$ cat src/rtl/core/pftp_pkg.sv
`timescale 1ns / 1ps
// ---------------------------------------------------------------------------
// pftp_pkg
// shared constants and types of the pid filter table programmer
// ---------------------------------------------------------------------------
package pftp_pkg;

  localparam int SLOTS_DEF = 8;

  localparam int PID_W   = 16;
  localparam int WORD_W  = 16;
  localparam int SLOT_W  = 3;
  localparam int ENTRY_W = 6;

  localparam logic [7:0]        TYPE_TABLE    = 8'h81;
  localparam logic [7:0]        TYPE_CTRL     = 8'h82;
  localparam logic [WORD_W-1:0] CTRL_WORD     = 16'h02f5;
  localparam logic [PID_W-1:0]  FORCE_OFF_PID = 16'd8192;
  localparam logic [WORD_W-1:0] PID_FLAG      = 16'h8000;

  // one write command from the sequencer to the word unit
  typedef struct packed {
    logic               valid;
    logic               err;
    logic               ctrl;
    logic [ENTRY_W-1:0] entry;
    logic [PID_W-1:0]   pid;
    logic               half;
    logic               last;
  } seq_cmd_t;

  // one finished result item
  typedef struct packed {
    logic [WORD_W-1:0] write_value;
    logic [WORD_W-1:0] write_index;
    logic              status;
    logic              last;
  } out_word_t;

endpackage

$ cat src/rtl/core/pftp_if.sv
`timescale 1ns / 1ps
`default_nettype none
// ---------------------------------------------------------------------------
// pftp_in_if / pftp_out_if
// valid/ready channels of the pid filter table programmer
// ---------------------------------------------------------------------------
interface pftp_in_if;
  logic                        valid;
  logic                        ready;
  logic                        mode;
  logic [pftp_pkg::SLOT_W-1:0] slot;
  logic [pftp_pkg::PID_W-1:0]  pid;
  logic                        on;

  modport source (output valid, mode, slot, pid, on, input ready);
  modport sink   (input valid, mode, slot, pid, on, output ready);
endinterface

interface pftp_out_if;
  logic                         valid;
  logic                         ready;
  logic [pftp_pkg::WORD_W-1:0]  write_value;
  logic [pftp_pkg::WORD_W-1:0]  write_index;
  logic                         status;
  logic                         last;

  modport source (output valid, write_value, write_index, status, last, input ready);
  modport sink   (input valid, write_value, write_index, status, last, output ready);
endinterface
`default_nettype wire

$ cat src/rtl/core/pftp_word_unit.sv
`timescale 1ns / 1ps
`default_nettype none
// ---------------------------------------------------------------------------
// pftp_word_unit
// shared value/index former used by every write of the sequence
// ---------------------------------------------------------------------------
module pftp_word_unit (
  input  pftp_pkg::seq_cmd_t  cmd,
  output pftp_pkg::out_word_t word
);

  always_comb begin
    word.status = cmd.err;
    word.last   = cmd.last;
    if (cmd.err) begin
      word.write_value = '0;
      word.write_index = '0;
    end else begin
      // second item of a pair carries a zero value
      word.write_value = cmd.half ? '0 : (cmd.pid | pftp_pkg::PID_FLAG);
      // type * 256 + entry * 4, entry * 4 stays below 256
      word.write_index = {(cmd.ctrl ? pftp_pkg::TYPE_CTRL : pftp_pkg::TYPE_TABLE),
                          cmd.entry, 2'b00};
    end
  end

endmodule
`default_nettype wire

$ cat src/rtl/core/pftp_seq.sv
`timescale 1ns / 1ps
`default_nettype none
// ---------------------------------------------------------------------------
// pftp_seq
// slot store, enable scan and write sequencer
// ---------------------------------------------------------------------------
module pftp_seq #(
  parameter int SLOTS = pftp_pkg::SLOTS_DEF
) (
  input  logic                        clk,
  input  logic                        rst_n,
  input  logic                        acc,
  input  logic                        in_mode,
  input  logic [pftp_pkg::SLOT_W-1:0] in_slot,
  input  logic [pftp_pkg::PID_W-1:0]  in_pid,
  input  logic                        in_on,
  input  logic                        adv,
  output logic                        busy,
  output pftp_pkg::seq_cmd_t          cmd
);

  localparam int CNT_W = $clog2(SLOTS + 1);
  localparam int IDX_W = (SLOTS > 1) ? $clog2(SLOTS) : 1;

  localparam logic [2:0] ST_IDLE = 3'd0;
  localparam logic [2:0] ST_SCAN = 3'd1;
  localparam logic [2:0] ST_HDR  = 3'd2;
  localparam logic [2:0] ST_CLR  = 3'd3;
  localparam logic [2:0] ST_CTL0 = 3'd4;
  localparam logic [2:0] ST_PACK = 3'd5;
  localparam logic [2:0] ST_END  = 3'd6;

  logic [pftp_pkg::PID_W-1:0] slots_r [SLOTS];
  logic                       flag_r;

  logic [2:0]                   state_r, state_nxt;
  logic [CNT_W-1:0]             cnt_r, cnt_nxt;
  logic [pftp_pkg::ENTRY_W-1:0] entry_r, entry_nxt;
  logic                         half_r, half_nxt;
  logic                         en_r, en_nxt;

  logic [pftp_pkg::PID_W-1:0] cur_v;
  logic                       last_slot;

  assign cur_v     = slots_r[cnt_r[IDX_W-1:0]];
  assign last_slot = (cnt_r == CNT_W'(SLOTS - 1));
  assign busy      = (state_r != ST_IDLE);

  // slot store and filtering flag
  always_ff @(posedge clk) begin
    if (!rst_n) begin
      for (int k = 0; k < SLOTS; k++) slots_r[k] <= '0;
      flag_r <= 1'b0;
    end else if (acc) begin
      if (in_mode) begin
        flag_r <= in_on;
      end else begin
        for (int k = 0; k < SLOTS; k++) begin
          if (32'(in_slot) == k) slots_r[k] <= in_on ? in_pid : '0;
        end
      end
    end
  end

  always_comb begin
    state_nxt = state_r;
    cnt_nxt   = cnt_r;
    entry_nxt = entry_r;
    half_nxt  = half_r;
    en_nxt    = en_r;

    cmd.valid = 1'b0;
    cmd.err   = 1'b0;
    cmd.ctrl  = 1'b0;
    cmd.entry = '0;
    cmd.pid   = '0;
    cmd.half  = half_r;
    cmd.last  = 1'b0;

    unique case (state_r)
      ST_IDLE: begin
        if (acc) begin
          en_nxt    = in_mode ? in_on : flag_r;
          cnt_nxt   = '0;
          half_nxt  = 1'b0;
          state_nxt = ST_SCAN;
        end
      end
      ST_SCAN: begin
        if (cur_v == pftp_pkg::FORCE_OFF_PID) en_nxt = 1'b0;
        if (last_slot) begin
          state_nxt = ST_HDR;
        end else begin
          cnt_nxt = cnt_r + 1'b1;
        end
      end
      ST_HDR: begin
        cmd.valid = 1'b1;
        cmd.entry = pftp_pkg::ENTRY_W'(1);
        cmd.pid   = pftp_pkg::PID_W'(en_r);
        if (adv) begin
          half_nxt = !half_r;
          if (half_r) begin
            cnt_nxt   = '0;
            state_nxt = ST_CLR;
          end
        end
      end
      ST_CLR: begin
        cmd.valid = 1'b1;
        cmd.entry = pftp_pkg::ENTRY_W'(cnt_r) + pftp_pkg::ENTRY_W'(2);
        if (adv) begin
          half_nxt = !half_r;
          if (half_r) begin
            if (last_slot) begin
              state_nxt = ST_CTL0;
            end else begin
              cnt_nxt = cnt_r + 1'b1;
            end
          end
        end
      end
      ST_CTL0: begin
        cmd.valid = 1'b1;
        cmd.ctrl  = 1'b1;
        if (adv) begin
          half_nxt = !half_r;
          if (half_r) begin
            cnt_nxt   = '0;
            entry_nxt = pftp_pkg::ENTRY_W'(2);
            state_nxt = en_r ? ST_PACK : ST_END;
          end
        end
      end
      ST_PACK: begin
        if (cur_v == '0) begin
          // empty slot: no write, move on
          if (last_slot) begin
            state_nxt = ST_END;
          end else begin
            cnt_nxt = cnt_r + 1'b1;
          end
        end else if (cur_v[pftp_pkg::PID_W-1]) begin
          // pid too large: one error item ends the run
          cmd.valid = 1'b1;
          cmd.err   = 1'b1;
          cmd.last  = 1'b1;
          if (adv) state_nxt = ST_IDLE;
        end else begin
          cmd.valid = 1'b1;
          cmd.entry = entry_r;
          cmd.pid   = cur_v;
          if (adv) begin
            half_nxt = !half_r;
            if (half_r) begin
              entry_nxt = entry_r + 1'b1;
              if (last_slot) begin
                state_nxt = ST_END;
              end else begin
                cnt_nxt = cnt_r + 1'b1;
              end
            end
          end
        end
      end
      ST_END: begin
        cmd.valid = 1'b1;
        cmd.ctrl  = 1'b1;
        cmd.pid   = pftp_pkg::CTRL_WORD;
        cmd.last  = half_r;
        if (adv) begin
          half_nxt = !half_r;
          if (half_r) state_nxt = ST_IDLE;
        end
      end
      default: begin
        state_nxt = ST_IDLE;
      end
    endcase
  end

  always_ff @(posedge clk) begin
    if (!rst_n) begin
      state_r <= ST_IDLE;
      cnt_r   <= '0;
      entry_r <= '0;
      half_r  <= 1'b0;
      en_r    <= 1'b0;
    end else begin
      state_r <= state_nxt;
      cnt_r   <= cnt_nxt;
      entry_r <= entry_nxt;
      half_r  <= half_nxt;
      en_r    <= en_nxt;
    end
  end

endmodule
`default_nettype wire

$ cat src/rtl/core/pid_filter_table_programmer_core.sv
`timescale 1ns / 1ps
`default_nettype none
// ---------------------------------------------------------------------------
// pid_filter_table_programmer_core
// keeps the pid filter slots and emits the full table programming sequence
// ---------------------------------------------------------------------------
//
// channel   dir  fields                                       handshake
// in_ch     in   mode, slot, pid, on                          valid/ready
// out_ch    out  write_value, write_index, status, last       valid/ready
//
// one item: the sequencer accepts it, scans every slot for the force-off pid,
// then emits at most 4*SLOTS+6 write items, one per cycle while out_ch does
// not stall; empty slots are skipped while packing and emit no write
// in_ch.ready is high only while the sequencer is idle
// out_ch is a registered stage; a stall there holds the sequencer
// reset (synchronous, active low) clears all slots and the filtering flag
// ---------------------------------------------------------------------------
module pid_filter_table_programmer_core #(
  parameter int SLOTS = pftp_pkg::SLOTS_DEF
) (
  input  logic              clk,
  input  logic              rst_n,
  pftp_in_if.sink           in_ch,
  pftp_out_if.source        out_ch
);

  logic                acc;
  logic                adv;
  logic                busy;
  logic                out_free;
  logic                out_valid_r;
  pftp_pkg::seq_cmd_t  cmd;
  pftp_pkg::out_word_t word;
  pftp_pkg::out_word_t word_r;

  // input item accepted only while idle
  assign in_ch.ready = !busy;
  assign acc         = in_ch.valid && in_ch.ready;

  // output stage can take a new item when empty or being drained
  assign out_free = !out_valid_r || out_ch.ready;
  assign adv      = cmd.valid && out_free;

  // sequencer owns the slot store and walks the write sequence
  pftp_seq #(
    .SLOTS (SLOTS)
  ) u_seq (
    .clk     (clk),
    .rst_n   (rst_n),
    .acc     (acc),
    .in_mode (in_ch.mode),
    .in_slot (in_ch.slot),
    .in_pid  (in_ch.pid),
    .in_on   (in_ch.on),
    .adv     (adv),
    .busy    (busy),
    .cmd     (cmd)
  );

  // forms value and index words for every write
  pftp_word_unit u_word (
    .cmd  (cmd),
    .word (word)
  );

  // output register
  always_ff @(posedge clk) begin
    if (!rst_n) begin
      out_valid_r <= 1'b0;
    end else if (out_free) begin
      out_valid_r <= cmd.valid;
    end
  end

  // payload needs no reset
  always_ff @(posedge clk) begin
    if (adv) word_r <= word;
  end

  assign out_ch.valid       = out_valid_r;
  assign out_ch.write_value = word_r.write_value;
  assign out_ch.write_index = word_r.write_index;
  assign out_ch.status      = word_r.status;
  assign out_ch.last        = word_r.last;

  // an error item is always the final one and carries no write
  a_err_last: assert property (@(posedge clk) disable iff (!rst_n)
    out_ch.valid && out_ch.status |->
      out_ch.last && out_ch.write_value == '0 && out_ch.write_index == '0)
    else $error("error item malformed");

  // a valid write always addresses the table or the control register
  a_idx_type: assert property (@(posedge clk) disable iff (!rst_n)
    out_ch.valid && !out_ch.status |->
      out_ch.write_index[15:8] == pftp_pkg::TYPE_TABLE ||
      out_ch.write_index[15:8] == pftp_pkg::TYPE_CTRL)
    else $error("write index of unknown type");

  // the block is busy right after taking an item
  a_busy: assert property (@(posedge clk) disable iff (!rst_n)
    acc |=> !in_ch.ready)
    else $error("item accepted while busy");

  // the final item of a valid run is the zero word after the control word
  a_last_ctrl: assert property (@(posedge clk) disable iff (!rst_n)
    out_ch.valid && out_ch.last && !out_ch.status |->
      out_ch.write_value == '0 &&
      out_ch.write_index[15:8] == pftp_pkg::TYPE_CTRL)
    else $error("run does not end with the control word");

endmodule
`default_nettype wire

$ cat src/flat_wrapper.sv
// flat-port wrapper written by rule: the top's interface ports become plain ports
module pid_filter_table_programmer_core_flat 
#(
  parameter int SLOTS = pftp_pkg::SLOTS_DEF
)
  (clk, rst_n, in_ch_valid, in_ch_mode, in_ch_slot, in_ch_pid, in_ch_on, in_ch_ready, out_ch_valid, out_ch_write_value, out_ch_write_index, out_ch_status, out_ch_last, out_ch_ready);
  pftp_in_if in_ch_i ();
  pftp_out_if out_ch_i ();
  input  logic clk;
  input  logic rst_n;
  input wire logic [$bits(in_ch_i.valid)-1:0] in_ch_valid;
  input wire logic [$bits(in_ch_i.mode)-1:0] in_ch_mode;
  input wire logic [$bits(in_ch_i.slot)-1:0] in_ch_slot;
  input wire logic [$bits(in_ch_i.pid)-1:0] in_ch_pid;
  input wire logic [$bits(in_ch_i.on)-1:0] in_ch_on;
  output wire logic [$bits(in_ch_i.ready)-1:0] in_ch_ready;
  output wire logic [$bits(out_ch_i.valid)-1:0] out_ch_valid;
  output wire logic [$bits(out_ch_i.write_value)-1:0] out_ch_write_value;
  output wire logic [$bits(out_ch_i.write_index)-1:0] out_ch_write_index;
  output wire logic [$bits(out_ch_i.status)-1:0] out_ch_status;
  output wire logic [$bits(out_ch_i.last)-1:0] out_ch_last;
  input wire logic [$bits(out_ch_i.ready)-1:0] out_ch_ready;
  assign in_ch_i.valid = in_ch_valid;
  assign in_ch_i.mode = in_ch_mode;
  assign in_ch_i.slot = in_ch_slot;
  assign in_ch_i.pid = in_ch_pid;
  assign in_ch_i.on = in_ch_on;
  assign in_ch_ready = in_ch_i.ready;
  assign out_ch_valid = out_ch_i.valid;
  assign out_ch_write_value = out_ch_i.write_value;
  assign out_ch_write_index = out_ch_i.write_index;
  assign out_ch_status = out_ch_i.status;
  assign out_ch_last = out_ch_i.last;
  assign out_ch_i.ready = out_ch_ready;
  pid_filter_table_programmer_core #(.SLOTS(SLOTS)) u_core (.clk(clk), .rst_n(rst_n), .in_ch(in_ch_i), .out_ch(out_ch_i));
endmodule
$ cat config.mk
export PLATFORM = sky130hd
export DESIGN_NAME = pid_filter_table_programmer_core_flat
export DESIGN_NICKNAME = d
export VERILOG_FILES = /design/src/rtl/core/pftp_pkg.sv /design/src/rtl/core/pftp_if.sv /design/src/rtl/core/pftp_word_unit.sv /design/src/rtl/core/pftp_seq.sv /design/src/rtl/core/pid_filter_table_programmer_core.sv /design/src/flat_wrapper.sv
export SDC_FILE = /design/constraint.sdc
export NUM_CORES = 1
export LEC_CHECK = 0
export ABC_AREA = 1
export BUFFER_PORTS_ARGS = -buffer_cell sky130_fd_sc_hd__buf_4
export CAP_MARGIN = 5
export CORE_MARGIN = 10
export CORE_UTILIZATION = 50
export CTS_BUF_LIST = sky130_fd_sc_hd__clkbuf_2 sky130_fd_sc_hd__clkbuf_4 sky130_fd_sc_hd__clkbuf_8
export DETAILED_ROUTE_END_ITERATION = 16
export PLACE_DENSITY_LB_ADDON = 0.1
export SLEW_MARGIN = 25
export SYNTH_ARGS = -nofsm -noshare
export SYNTH_HDL_FRONTEND = slang
export SYNTH_SLANG_ARGS = --single-unit
$ cat constraint.sdc
create_clock -name clk -period 4.2 [get_ports clk]
set_input_delay 0.42 -clock clk [delete_from_list [all_inputs] [get_ports clk]]
set_output_delay 0.42 -clock clk [all_outputs]
set_load 0.1 [all_outputs]
Word-level counts from Yosys, hierarchy flattened
Memories as Yosys holds them, arrays and structs flattened. A register that Yosys moved wholly into a read port is not among the register bits.
Index checks and enable logic that the tools add are counted.
- bits of input ports: 25
- latch bits: 0
- memories: 1
- bits in writable memories: 128
- flip-flop bits (word level): 51
- memory bits (read-only): 0
- logic and storage cells: 193
- output and inout port bits: 36
- memory list (name ; words ; width ; read ports ; clocked after Yosys merged registers in ; write ports ; RTL line ; text):
    u_core.u_seq.slots_r ; 8 ; 16 ; 1 ; 1 ; 8 ; pftp_seq.sv:33 ; logic [pftp_pkg::PID_W-1:0] slots_r [SLOTS];
- multiply operators: 0
- shift operators: 0
- equal/unequal tests: 36
- divide/modulo/power cells: 0
- multiplexer cells: 109
- bitwise logic cells: 8
- reductions and logical operators: 23
- magnitude comparators: 0
- add/subtract/negate cells: 3
- operator list (operator ; number):
    $mux W16 ; 10
    $mux W3 ; 19
    $mux W1 ; 52
    $pmux W15 S3 ; 1
    $mux W22 ; 2
    $mux W6 ; 6
    $mux W4 ; 8
    $eq A3 B3 Y1 const B ; 7
    $pmux W3 S7 ; 1
    $ne A2 B2 Y1 const B ; 10
    $pmux W4 S5 ; 1
    $pmux W6 S3 ; 1
    $eq A16 B14 Y1 const B ; 1
    $logic_not A16 Y1 ; 1
    $ne A2 B1 Y1 const B ; 8
    $reduce_and A13 Y1 ; 1
    $eq A3 B2 Y1 const B ; 4
    $pmux W6 S2 ; 1
    $or A1 B1 Y1 ; 8
    $reduce_and A7 Y1 ; 1
    $add A6 B1 Y6 const B ; 1
    $eq A3 B1 Y1 const B ; 2
    $logic_not A3 Y1 ; 2
    $mux W2 ; 3
    other kinds (19) ; 28

Longest topological paths before layout
Gate-level depths: netlist (run 1).
- depth in word-level cells: 10
- gate-level depth with buffers: 20
- depth with buffers taken out: 19

Hierarchy
A second synthesis (run 1) with hierarchy kept.
- cells, all modules: 1063
- area, all modules: 9002.4 um2
- by module, submodules not included (module ; instances ; seq. area each (um2) ; cells each ; area an instance (um2)):
    pftp_seq ; 1 ; 4224.1 ; 957 ; 7617.3
    pid_filter_table_programmer_core ; 1 ; 1041.0 ; 44 ; 1083.5
    pftp_word_unit ; 1 ; 0.0 ; 62 ; 301.5

Worst setup path before layout (run 1)
No wires, ideal clock.
- path type: register to register
- start point: reg (tool-made name)
- end point: reg u_core.u_seq.entry_r[0] (netlist bit)
- setup time: 0.117 ns
- cell stages (with the launch flop): 17
- slack: 1.042 ns
- arrival: 3.040 ns
- required time: 4.083 ns
- cells stage by stage: dfxtp_1 > buf_2 > inv_2 > buf_2 > o21ai_0 > o21ai_1 > nand2_1 > nand2_1 > nor2_1 > nand2_1 > nor2_1 > nand2_2 > nand2_2 > a21oi_1 > nand4_1 > nand2_1 > a21oi_1
- RTL lines (what ; RTL line ; text):
    to (signal assigned) ; pftp_seq.sv:192 ; entry_r <= entry_nxt;
    to (decl) ; pftp_seq.sv:38 ; logic [pftp_pkg::ENTRY_W-1:0] entry_r, entry_nxt;

==> impl_metrics.ini, run 1 <==
[cts]
clk_pin_slew_worst_paths_ps = 100
post-cts-setup-buffers = 0
clkLatencyLatePin_ps = 470
cts_resized = 0
cts_tree = done
postCtsHoldBufs = 0
clockRootBuffer = clkbuf_8
clkSinkCount = 175
cts_max_level = 4
numCtsBuffers = 17
clockBufferDepth = 2

[placement]
hpwl_microns = 14400
port_buffers = 53
post_dp_cell_area_sq_um = 9070
place_congestion = 0.936

[yosys]
synth_top_family_by_area = simple AND/OR/NAND/NOR gates
syn_area_sq_um = 8520
yosys.area_share.xor_xnor = 0.00514
synth-adder-area-share = 0.00441
yosysUniqueCellTypes = 39
synth-compound-area-share = 0.0442
synth_cells = 978
yosys_register_bits = 175
synth_warnings = 0
ys_seq_area_frac = 0.594
yosys.area_share.simple = 0.263
synth_mux_area_frac = 0
syn_area_per_cell_sq_um = 8.71

[timing]
setup_viol = 0
hold_viol_final = 0
setup_tns_ps = 0
rsz0062_at_grt = false
worst_pin_slew_ps = 964
slew_headroom = 0.355
timing.fmax_mhz = 309
finClkSkew_ps = 19.5
finalCritPeriodShare = 0.771
drv_slew = 0
period_minus_slack_ps = 3240

[floorplan]
rows = 47
core_area_sq_um = 16600
io_pins = 61
die_w_microns = 151
start_util = 0.512
die_h_microns = 151
dieArea_sq_um = 22700

[detailed_routing]
viasPerCell = 5.13
dr_total_vias = 6465
wl_per_cell_microns = 16.6
first_pass_iters = 5
wirelength_microns = 20900
drc = 0
drt_iter0_markers = 635
ant_nets = 0

[pwr]
ir_drop_mv = 0.380
p_total_mw = 5.25
powerDensity_nw_per_um2 = 550
leakage_nw = 4.20

[outcome]
outcome = complete, no violations

[global_route]
groute.usage.overall = 0.189
grt_max_degree = 65
overflow = 0
grt_pass1_wl_microns = 32900
first_global_vias = 5983
antenna_found_initial = 0

[flow_run]
maxCapViolations = 0

[worst_setup_path]
cp-start-kind = flop
crit_path_end_kind = flop
worstSetupPathType = flop to flop
crit_required_ps = 4610
critPathMaxFanout = 42
cp.arrival_ps = 3650

[finish]
area_delta_synth_final_pct = 12.0
final_area_sq_um = 9540
num-nets-final = 1056
diodes = 0
drive_gt1_frac = 0.113

[hold_path]
hold_path.class = primary input to flop
## synth_stat cells, drive strengths merged
cell	instances	area [sq um]
nor2	136	521
inv	134	503
a31oi	1	6.26
nand2	345	1320
o311ai	1	8.76
o221ai	1	8.76
xnor2	1	8.76
clkbuf	10	37.5
nand4	10	62.6
nand3	56	305
dfxtp	20	400
conb	1	3.75
or2	1	6.26
edfxtp	155	4650
xor2	4	35.0
a22oi	1	7.51
o22ai	1	6.26
a32o	1	10.0
a21boi	1	7.51
ha	3	37.5
o211ai	1	7.51
a41o	1	10.0
a21oi	31	155
a2111oi	1	8.76
o2111ai	1	8.76
buf	31	219
nor3	5	25.0
o32ai	2	17.5
o21ai	22	114
## cell type report
type                            instances  area [sq um]
Clock buffer                           17           234
Clock inverter                         14           238
Fill cell                            1505          7100
Inverter                              134           503
Sequential cell                       175          5060
Timing Repair Buffer                   66           508
Tap cell                              220           275
Multi-Input combinational cell        634          2730
## report_power, final
part | leakage (nW) | switching [mW] | internal [mW] | total (mW)
combinational | 2.23 | 1.34 | 0.335 | 1.68
clock | 0.228 | 0.619 | 0.766 | 1.39
sequential | 1.74 | 0.0735 | 2.12 | 2.19
total | 4.20 | 2.03 | 3.22 | 5.25
## per-stage QoR
| stage | util | hold slack (ps) | worst slack [ps] | instances |
|---|---|---|---|---|
| 2_1_floorplan | - | 441 | 1040 | 984 |
| 3_3_place_gp | 0.545 | 453 | 1040 | 1229 |
| 3_5_place_dp | 0.545 | 459 | 991 | 1229 |
| 4_1_cts | 0.573 | 275 | 937 | 1260 |
| 5_1_grt | 0.573 | 291 | 581 | 1260 |
| 6_report | 0.573 | 294 | 963 | 1260 |
## sequential cells by signal (all words and copies together) (netlist names), 3 cells and up, named ones only
name,cells
u_core.out_ch.write_value,16
u_core.u_seq.state_r,3
u_core.out_ch.write_index,9
u_core.u_seq.cnt_r,4
u_core.u_seq.slots_r,128
u_core.u_seq.entry_r,6
## critical path, cell delays in order, from the launching register on
cell and delay [ps]:
dfxtp_2 330, inv_2 530, buf_4 350, nand2_1 80, nand2_1 60, nand2_1 50
nand2_1 80, nand2_1 50, nand2_1 170, nor2_1 90, nand2_1 80, nor2_2 40
nand2_2 90, nand2_2 120, a21oi_2 570, buf_12 240, nand3_1 90, a21oi_1 150
## cell families after synthesis
group           count (synthesis)
xor+xnor                        5
flops                         175
buf+inv                       175
simple gates                  553
other cells                     1
fa+ha+maj                       3
compound gates                 66
## metal layers
metal	global-route usage	up-vias	routed length, microns
met1	0.260	2991	9490
met2	0.286	242	9370
met5	0	-	0
li1	-	3204	-
met4	0.0719	0	430
met3	0.0408	28	1560
## placed cells by master (no fill, tap or decap), types with 6 or more instances in the layout
| master | instances |
|---|---|
| o21ai_0 | 14 |
| nor2_1 | 132 |
| conb_1 | 7 |
| nand2_2 | 7 |
| edfxtp_1 | 155 |
| a21oi_1 | 30 |
| bufinv_16 | 6 |
| nand3_1 | 54 |
| nand4_1 | 10 |
| dfxtp_1 | 19 |
| inv_1 | 130 |
| o21ai_1 | 7 |
| clkbuf_8 | 17 |
| nand2_1 | 337 |
| buf_4 | 65 |
## final timing paths
path,start,to,slack [ps],cells past startpoint
setup reg to reg,flop,u_core.u_seq.half_r$_SDFFE_PN0P_,960,17
hold / removal,rst_n,u_core.out_ch.valid$_SDFFE_PN0N_,290,3
hold reg to reg,u_core.u_seq.entry_r[5]$_SDFFE_PN0P_,u_core.u_seq.entry_r[5]$_SDFFE_PN0P_,470,2
setup / recovery,flop,u_core.u_seq.half_r$_SDFFE_PN0P_,960,17
Note: power is estimated with default switching activity, not from simulation.
==> inputs of run 2 (changes only) <==
==> constraint.sdc (replaced) <==
create_clock -name clk -period 2.6 [get_ports clk]
set_input_delay 0.26 -clock clk [delete_from_list [all_inputs] [get_ports clk]]
set_output_delay 0.26 -clock clk [all_outputs]
set_load 0.1 [all_outputs]
==> impl_metrics.ini, run 2 (synthesized netlist as in run 1, its figures left out) <==
[floorplan]
dieArea_sq_um = 22700
core_area_sq_um = 16600
rows = 47
die_h_microns = 151
io_pins = 61
start_util = 0.512
die_w_microns = 151

[global_route]
grt_pass1_wl_microns = 32800
groute.usage.overall = 0.188
grt_max_degree = 37
first_global_vias = 6115
overflow = 0
antenna_found_initial = 0

[worst_setup_path]
cp.arrival_ps = 2790
crit_top_cell = nand2_1
timing.reg2reg.setup_slack_ps = 200
path_cells = buf_4 -> clkbuf_16 -> nand2_1 -> nand3_1 -> nand2_1 -> nand2_1 -> nand2_1 -> nor2_1 -> nand2_1 -> nor2_2 -> nand2_2 -> nand2_4 -> nand2_4 -> nand3_4 -> nand2_2 -> nand3_4 -> nand2_1 -> a21oi_1
cp-start-kind = flop
critPathSlowestCell = dfxtp_4
cp_top_family = simple AND/OR/NAND/NOR gates
crit_path_end_kind = flop
cp.depth = 18
crit_required_ps = 2990
r2r_cells = 18
cp_num_buf_inv = 2
timing.rr.end = u_core.u_seq.entry_r[1]$_SDFFE_PN0P_
critPathMaxFanout = 16
worstSetupPathType = flop to flop
slowest_delay_ps = 400

[timing]
rsz0062_at_grt = false
hold_viol_final = 0
finalCritPeriodShare = 0.922
setup_tns_ps = 0
slew_headroom = 0.531
period_minus_slack_ps = 2400
setup_viol = 0
hold-worst-slack_ps = 138
finClkSkew_ps = 10.6
worst_pin_slew_ps = 686
timing.fmax_mhz = 417
drv_slew = 0

[cts]
cts_max_level = 4
clockBufferDepth = 2
postCtsHoldBufs = 0
numCtsBuffers = 17
clockRootBuffer = clkbuf_8
clk_pin_slew_worst_paths_ps = 90
cts_tree = done
clkSinkCount = 175
clkLatencyLatePin_ps = 470

[finish]
utilization = 0.594
top_register = u_core.u_seq.slots_r
final_area_sq_um = 9890
area_delta_synth_final_pct = 16.1
largest_reg_flops = 128
stdcell_count = 1293
final_common_cell = nand2_1
diodes = 0
num-nets-final = 1088
drive_gt1_frac = 0.147
final_cell_mix = nand2_1, edfxtp_1, nor2_1

[outcome]
outcome = complete, no violations

[hold_path]
hold_start = rst_n
whs_path_depth = 3
hold_path.class = primary input to flop
holdPathEnd = u_core.u_seq.entry_r[0]$_SDFFE_PN0P_

[detailed_routing]
drt_iter0_markers = 440
wl_per_cell_microns = 16.2
dr_total_vias = 6493
wirelength_microns = 20900
first_pass_iters = 5
viasPerCell = 5.02
ant_nets = 0
drc = 0

[pwr]
ir_drop_mv = 0.781
powerDensity_nw_per_um2 = 836
leakage_nw = 4.39

[placement]
place_inst = 1254
place_congestion = 0.943
post_dp_cell_area_sq_um = 9360
port_buffers = 53
hpwl_microns = 14300

[flow_run]
maxCapViolations = 0
==> run 2: cell count changes in the layout (fill, tap and decap cells not counted), sizes merged <==
cell      change
bufinv        -4
clkinv        +5
clkinvlp      -1
clkbuf        +3
buf          +30
==> run 2: what timing repair did <==
action / in CTS / in global routing
resized for setup: 0 / 18
buffers inserted: 0 / 5
endpoints found under the hold margin: 0 / 0
setup endpoints to repair: 0 / 20
==> run 2: worst min-delay path, stage by stage <==
cell	delay (ps)
buf_4	180
nand2_1	90
a21oi_1	40
==> run 2: power by group <==
part           total [mW]  switching [mW]  leakage (nW)  internal [mW]
combinational        2.82            2.19          2.44          0.628
sequential           3.54           0.126          1.74           3.42
clock                1.91            1.03         0.200          0.883
total                8.27            3.34          4.39           4.93
==> run 2: worst max-delay path by stage <==
stage          slack (ps)  start                                    endpoint
2_1_floorplan           4   flop        u_core.u_seq.entry_r[0]$_SDFFE_PN0P_
3_3_place_gp          180   flop  u_core.out_ch.write_value[2]$_SDFFCE_PP0P_
3_5_place_dp          190   flop                                        flop
4_1_cts               150   flop                                        flop
5_1_grt                 6   flop                                        flop
6_report              200   flop        u_core.u_seq.entry_r[1]$_SDFFE_PN0P_
==> run 2: cell type report <==
class / count / area (sq um)
Fill cell: 1500 / 6750
Sequential cell: 175 / 5060
Multi-Input combinational cell: 634 / 2760
Timing Repair Buffer: 98 / 887
Inverter: 134 / 513
Tap cell: 220 / 275
Clock buffer: 18 / 241
Clock inverter: 14 / 159
==> run 2: per-layer routing <==
metal  up-vias  routed length (microns)  part of all wire  global-route usage
li1       3266                        -                 -                   -
met1      2977                     9510              0.45               0.256
met2       220                     9510              0.45               0.292
met3        30                     1520             0.073              0.0390
met4         0                      378             0.018              0.0690
met5         -                        0                 0                   0
==> run 2: per-stage QoR <==
stage / power, mW / setup slack [ps]
floorplan: 5.70 / 4.26
global placement: 6.38 / 177
detailed placement: 6.38 / 187
CTS: 8.26 / 150
global route: 8.64 / 6.24
finish: 8.27 / 204
